File: src/hw/rtl/gbr_pkg.sv
`timescale 1ns / 1ps
`default_nettype none
// ----------------------------------------------------------------------------
// gbr_pkg
// Shared widths, register indexes and reset values of the 5x5 blur block.
// ----------------------------------------------------------------------------
package gbr_pkg;

   localparam int ROWS_KEPT  = 8;
   localparam int ROW_SEL_W  = 3;
   localparam int CH_W       = 8;
   localparam int NUM_CH     = 3;
   localparam int PIX_W      = CH_W * NUM_CH;
   localparam int COEF_W     = 16;
   localparam int GWT_W      = 32;   // product of two Q0.16 coefficients
   localparam int RWT_W      = 11;   // range weight, up to 5 * 255
   localparam int PROD_W     = CH_W + GWT_W;
   localparam int ACC_W      = 46;
   localparam int NUM_W      = 24;   // range numerator, 25 * 255 * 1275 max
   localparam int DEN_W      = 15;   // range weight sum, 25 * 1275 max
   localparam int GAUSS_SHIFT = 32;

   localparam int CSR_IDX_W  = 3;
   localparam int CSR_DATA_W = 16;
   localparam int SIZE_W     = 11;
   localparam int THR_W      = 8;

   localparam logic [CSR_IDX_W-1:0] REG_MODE   = 3'd0;
   localparam logic [CSR_IDX_W-1:0] REG_COLOR  = 3'd1;
   localparam logic [CSR_IDX_W-1:0] REG_THRESH = 3'd2;
   localparam logic [CSR_IDX_W-1:0] REG_CENTER = 3'd3;
   localparam logic [CSR_IDX_W-1:0] REG_NEAR   = 3'd4;
   localparam logic [CSR_IDX_W-1:0] REG_FAR    = 3'd5;
   localparam logic [CSR_IDX_W-1:0] REG_WIDTH  = 3'd6;
   localparam logic [CSR_IDX_W-1:0] REG_HEIGHT = 3'd7;

   localparam logic [THR_W-1:0]  RST_THRESH = 8'd50;
   localparam logic [COEF_W-1:0] RST_CENTER = 16'd32711;
   localparam logic [COEF_W-1:0] RST_NEAR   = 16'd14976;
   localparam logic [COEF_W-1:0] RST_FAR    = 16'd1437;
   localparam logic [SIZE_W-1:0] RST_WIDTH  = 11'd640;
   localparam logic [SIZE_W-1:0] RST_HEIGHT = 11'd480;
   localparam logic [SIZE_W-1:0] MIN_SIZE   = 11'd3;
   localparam logic [THR_W-1:0]  MIN_THRESH = 8'd2;

   localparam logic [2:0] TAP_MID  = 3'd2;
   localparam logic [2:0] TAP_LAST = 3'd4;

   localparam logic KIND_PIXEL = 1'b0;

   // 1D kernel tap: far, near, center, near, far
   function automatic logic [COEF_W-1:0] coef_pick(input logic [2:0] idx,
                                                   input logic [COEF_W-1:0] cen,
                                                   input logic [COEF_W-1:0] near,
                                                   input logic [COEF_W-1:0] far);
      logic [COEF_W-1:0] k;
      if (idx == TAP_MID) begin
         k = cen;
      end else if (idx == 3'd1 || idx == 3'd3) begin
         k = near;
      end else begin
         k = far;
      end
      return k;
   endfunction

endpackage
`default_nettype wire

File: src/hw/rtl/gbr_div.sv
`timescale 1ns / 1ps
`default_nettype none
// ----------------------------------------------------------------------------
// gbr_div
// Restoring divider, one quotient bit per cycle, for the range-mode average.
// ----------------------------------------------------------------------------
module gbr_div import gbr_pkg::*; (
   input  logic             clock,
   input  logic             reset,
   input  logic             start,
   input  logic [NUM_W-1:0] num,
   input  logic [DEN_W-1:0] den,
   output logic             done,
   output logic [NUM_W-1:0] quo
);

   localparam int CNT_W = $clog2(NUM_W);

   logic             busy_ff;
   logic             done_ff;
   logic [CNT_W-1:0] cnt_ff;
   logic [NUM_W-1:0] num_ff;
   logic [NUM_W-1:0] quo_ff;
   logic [DEN_W-1:0] rem_ff;
   logic [DEN_W-1:0] den_ff;
   logic [DEN_W:0]   trial;
   logic             fits;

   assign trial = {rem_ff, num_ff[NUM_W-1]};
   assign fits  = trial >= {1'b0, den_ff};

   always_ff @(posedge clock) begin
      if (reset) begin
         busy_ff <= 1'b0;
         done_ff <= 1'b0;
         cnt_ff  <= '0;
      end else begin
         done_ff <= 1'b0;
         if (start) begin
            busy_ff <= 1'b1;
            cnt_ff  <= CNT_W'(NUM_W - 1);
         end else if (busy_ff) begin
            cnt_ff <= cnt_ff - CNT_W'(1);
            if (cnt_ff == '0) begin
               busy_ff <= 1'b0;
               done_ff <= 1'b1;
            end
         end
      end
   end

   always_ff @(posedge clock) begin
      if (start) begin
         num_ff <= num;
         den_ff <= den;
         rem_ff <= '0;
         quo_ff <= '0;
      end else if (busy_ff) begin
         rem_ff <= fits ? DEN_W'(trial - {1'b0, den_ff}) : trial[DEN_W-1:0];
         quo_ff <= {quo_ff[NUM_W-2:0], fits};
         num_ff <= num_ff << 1;
      end
   end

   assign done = done_ff;
   assign quo  = quo_ff;

endmodule
`default_nettype wire
File: config.mk
export PLATFORM = sky130hd
export DESIGN_NAME = gbr_div
export DESIGN_NICKNAME = d
export VERILOG_FILES = /design/src/hw/rtl/gbr_pkg.sv /design/src/hw/rtl/gbr_div.sv
export SDC_FILE = /design/constraint.sdc
export NUM_CORES = 1
export LEC_CHECK = 0
export ABC_AREA = 1
export BUFFER_PORTS_ARGS = -buffer_cell sky130_fd_sc_hd__buf_2
export CORE_AREA = 3 3 93 95
export CTS_CLUSTER_DIAMETER = 80
export DETAILED_ROUTE_END_ITERATION = 10
export DIE_AREA = 0 0 96 98
export HOLD_SLACK_MARGIN = 0.03
export PLACE_DENSITY = 0.77
export SLEW_MARGIN = 30
export SYNTH_ARGS = -nofsm -noshare
export SYNTH_HDL_FRONTEND = slang
export SYNTH_SLANG_ARGS = --single-unit
File: constraint.sdc
create_clock -name clock -period 2.95 [get_ports clock]
set_input_delay 0.1475 -clock clock [delete_from_list [all_inputs] [get_ports clock]]
set_output_delay 0.1475 -clock clock [all_outputs]
set_load 0.01 [all_outputs]
After elaboration in Yosys (flattened, before gate mapping)

Index checks and enable logic that the tools add are counted.

Input port bits: 42
Output and inout port bits: 25
Logic and storage cells: 25
Register bits: 85

Magnitude comparators: 1
$add $sub $neg: 2
Muxes and demuxes: 9
Reduce and logical (&&, ||, !) cells: 4
Bitwise operators: 1

Operators with widths:

| operator                                          | number |
|---|---|
| 2-to-1 mux 24 bit                                 | 2 |
| >= comparator 16 x 15 -> 1 bit                    | 1 |
| 2-to-1 mux 15 bit                                 | 1 |
| subtractor 15 bit                                 | 1 |
| 2-to-1 mux 5 bit                                  | 2 |
| zero test 5 bit                                   | 1 |
| subtractor 5 x 1 -> 5 bit (second input constant) | 1 |
| 2-to-1 mux 1 bit                                  | 4 |
| OR reduction 3 bit                                | 1 |
| nonzero test 2 bit                                | 1 |
| OR reduction 2 bit                                | 1 |
| inverter 1 bit                                    | 1 |

Depth between registers and ports, before layout

Depth in word-level cells: 4
Mapped depth: 15
Mapped depth without buffers: 15

Least setup slack after synthesis

OpenSTA, ideal clock, no wires.

Path kind: register to register
From: reg num_ff[23]
To: reg rem_ff[0]
Path slack: 1037 ps
Stages on the path, launching flop included: 15
Period minus slack after synthesis: 1913 ps
Library setup time: 118 ps
Arrival time: 1794 ps
Required time: 2832 ps
Path buffers: 1
Cells stage by stage: edfxtp_1 -> inv_1 -> ha_1 -> fa_1 -> inv_1 -> nand3_1 -> nand2_2 -> nand2_2 -> nand3_2 -> nand2_4 -> nand2_8 -> buf_12 -> nand2_1 -> o211ai_2 -> o21ai_2

Word-level cells in the longest chain between the ends: 2
Elaborated cells on any way between the ends: 3
Classes of those cells: add/sub (1); order compare (1); mux (1)

RTL lines:

| element                                                                    | RTL line                     | text |
|---|---|---|
| start, declared                                                            | gbr_div.sv:22                | `logic [NUM_W-1:0] num_ff;` |
| start signal, assigned                                                     | gbr_div.sv:54                | `num_ff <= num;` |
| start signal, assigned                                                     | gbr_div.sv:61                | `num_ff <= num_ff << 1;` |
| subtractor 15 bit / >= comparator 16 x 15 -> 1 bit (equally long branches) | gbr_div.sv:59, gbr_div.sv:30 |  |
| 2-to-1 mux 15 bit *                                                        | gbr_div.sv:59                | `rem_ff <= fits ? DEN_W'(trial - {1'b0, den_ff}) : trial[DEN_W-1:0];` |
| end signal, assigned                                                       | gbr_div.sv:59                |  |
| end, declared                                                              | gbr_div.sv:24                | `logic [DEN_W-1:0] rem_ff;` |

Every way passes the cells marked *; elsewhere a longest branch is shown, timed or not.
A chain may end at the register's enable or synchronous reset.

==> flow_metrics.py <==
metrics = {
    "outcome": {
        "outcome": "finished clean",
    },
    "sta": {
        "hold_viol_final": 0,
        "tightest_slew_ns": 0.860,
        "rsz0062_at_grt": "false",
        "finalCritPeriodShare": 0.781,
        "slew_viol_final": 0,
        "fmax_mhz": 434,
        "min_period_ns": 2.30,
        "setup_violations": 0,
        "relSlewSlack": 0.423,
        "timing.final.ws_setup_ns": 0.647,
        "holdWs_ns": 0.0518,
        "finalClockSkew_ns": 0.00945,
        "finalSetupTns_ns": 0,
    },
    "power": {
        "power.leakage_nw": 2.57,
        "worst_ir_drop_vdd_mv": 0.310,
        "p_sw_mw": 0.652,
        "p_int_mw": 1.83,
        "power_frac_clock": 0.353,
        "swShare": 0.263,
        "combinationalPowerShare": 0.114,
        "power.density_nw_per_um2": 486,
        "pwr-share-seq": 0.533,
    },
    "synth": {
        "yosysTopAreaCellShare": 0.269,
        "syn_inst": 539,
        "synthesis.nets": 599,
        "syn_area_um2": 4360,
        "synth_cell_types": 40,
        "ys_seq_area_frac": 0.480,
        "syn_area_per_cell_um2": 8.08,
        "yosys.area.top_type": "edfxtp_1",
        "yosys_warnings": 0,
        "synthTopCellsByArea": "edfxtp_1, dfxtp_1, nand2_1, inv_1, ha_1",
        "yosys_register_bits": 85,
    },
    "clocking": {
        "htreeDepth": 3,
        "clock_sinks": 85,
        "clk_pin_slew_ns": 0.09,
        "clock_path_buffers": 2,
        "root_buffer": "clkbuf_8",
        "numCtsBuffers": 9,
        "cts_tree": "yes",
        "postCtsSetupBuffers": 0,
        "clk-insertion-delay-late_ns": 0.36,
    },
    "worst_setup_path": {
        "worstPathCellList": "nor2_1 -> clkinv_1 -> buf_4 -> o22ai_1",
        "arrival_ns": 2.58,
        "crit_type": "flip-flop to flip-flop",
        "crit_path_end_kind": "flip-flop",
        "cp_slowest_cell": "clkinv_1",
        "worstSetupPathDepth": 4,
        "critPathTopFamily": "buffers and inverters",
        "cp-start-kind": "flip-flop",
        "reg2regPathDepth": 4,
        "cp_slowest_stage_delay_ns": 0.82,
        "crit_buf_inv": 2,
        "required_ns": 3.22,
        "cp_max_fo": 27,
    },
    "global_route": {
        "first_global_vias": 3471,
        "grt_pass1_wl_um": 16000,
        "grtUsageMet3": 0.0478,
        "track_usage": 0.213,
        "antenna_found_initial": 0,
        "grt_max_degree": 50,
        "overflow": 0,
        "grtUsageMet1": 0.291,
        "grtUsageMet2": 0.342,
        "grt-busiest-layer": "met2",
    },
    "drt": {
        "antenna_left": 0,
        "drt-total-wl_um": 9250,
        "vias_per_cell": 4.94,
        "drt_iter0_markers": 257,
        "wl_per_cell_um": 12.8,
        "drc": 0,
        "dr.pass1.iters": 4,
        "dr_total_vias": 3584,
    },
    "die": {
        "die-area_um2": 9410,
        "io_pins": 67,
        "die_y_um": 98,
        "die_w_um": 96,
        "start_util": 0.558,
        "core_um2": 7810,
        "row_count": 32,
    },
    "cells_and_area": {
        "regArea_um2": 2090,
        "drive_gt1_frac": 0.183,
        "nFillCells": 686,
        "layout_common_cells": "nand2_1, inv_1, buf_2",
        "areaGrowthSynthToFinish_pct": 17.3,
        "final_common_cell": "nand2_1",
        "post-route-util": 0.654,
        "final_nets": 678,
        "fin_area_um2": 5110,
        "diodes": 0,
        "multiInputGateArea_um2": 1780,
    },
    "worst_hold_path": {
        "hold_path_depth": 3,
        "hp-class": "input pin to flip-flop",
    },
    "place": {
        "dpl_worst_slack_ns": 0.770,
        "dpl.hpwl_um": 6620,
        "io_buffer_count": 66,
        "place_area_um2": 4730,
        "globalplace.congestion": 0.931,
    },
    "flow_run": {
        "maxCapViolCount": 0,
    },
}
Yosys cell counts:
master / n
a21oi_4: 1
nand2_1: 176
nor2_1: 29
buf_2: 6
o211ai_1: 2
nand3_2: 5
a21oi_2: 2
nand3b_1: 2
nand3_1: 23
buf_1: 1
xnor2_1: 2
nand2_2: 6
nor2_4: 1
a31oi_1: 1
edfxtp_1: 39
buf_6: 2
nor2_8: 1
buf_12: 1
and2_1: 1
o211ai_2: 2
o21ai_1: 3
nand2_8: 1
ha_1: 17
a221oi_1: 1
clkbuf_1: 6
dfxtp_1: 46
o21ai_2: 1
o21ai_0: 5
o31ai_1: 1
inv_1: 95
nand4_1: 13
a21oi_1: 9
xor2_1: 5
nand2_4: 1
fa_1: 1
nor4_1: 1
nor2_2: 3
buf_4: 2
inv_2: 4
o22ai_1: 21
path summary, 6_finish.rpt:
kind                    end    start  slack, ns
setup / recovery    quo[16]  busy_ff       0.65
hold / removal    num_ff[0]   num[0]       0.05
setup reg to reg    quo[16]  busy_ff       0.65
hold reg to reg     quo[23]  quo[23]       0.46
kinds of logic (layout without fill, tap and decap cells):
kind of cell               after synthesis  count (layout)  share of synthesized area
adders and majority gates               18              18                     0.0534
DFF                                     85              85                      0.480
AOI/OAI and AO/OA                       49              49                     0.0738
xor gates and xnor gates                 7               7                     0.0141
buffers and inverters                  117             201                      0.111
and+or+nand+nor                        263             263                      0.267
power by group through the flow:
stage | sequential, mW | combinational (mW) | clock (mW)
after floorplan | 1.34 | 0.187 | 0
after global placement | 1.35 | 0.257 | 0
after detailed placement | 1.35 | 0.262 | 0
after CTS | 1.32 | 0.282 | 0.887
after global routing | 1.33 | 0.321 | 0.942
final | 1.32 | 0.282 | 0.877
layer usage:
metal,vias up,share of wire
met5,-,0
met1,1607,0.45
met2,95,0.48
li1,1873,-
met3,9,0.053
met4,0,0.0094
final cells by class:
class / count / share of cell area
inverters: 99 / 0.0728
repair buffers: 86 / 0.102
clock buffers: 11 / 0.0341
multi-input cells: 337 / 0.348
clock inverters: 5 / 0.00857
well taps: 102 / 0.0250
flip-flops and latches: 85 / 0.410
metrics by stage:
step           instances  power, mW
4_1_cts              725       2.49
2_1_floorplan        539       1.53
3_5_place_dp         693       1.61
5_1_grt              725       2.59
3_3_place_gp         693       1.60
6_report             725       2.48
registers in the layout, summed over array words and instances, names as in the netlist:
signal   cells
den_ff      15
num_ff      24
done         1
busy_ff      1
rem_ff      15
cnt_ff       5
quo         24
worst reg2reg max path, stage by stage, from the launching register on:
cell      delay, ns
dfxtp_1        0.32
nor2_1         0.38
clkinv_1       0.82
buf_4          0.51
o22ai_1        0.20
repair_timing:
item / CTS / global route
hold buffers: 16 / 0
gates resized for setup: 0 / 0
endpoints found under the hold margin: 18 / 0
(Power assumes the default switching activity.)
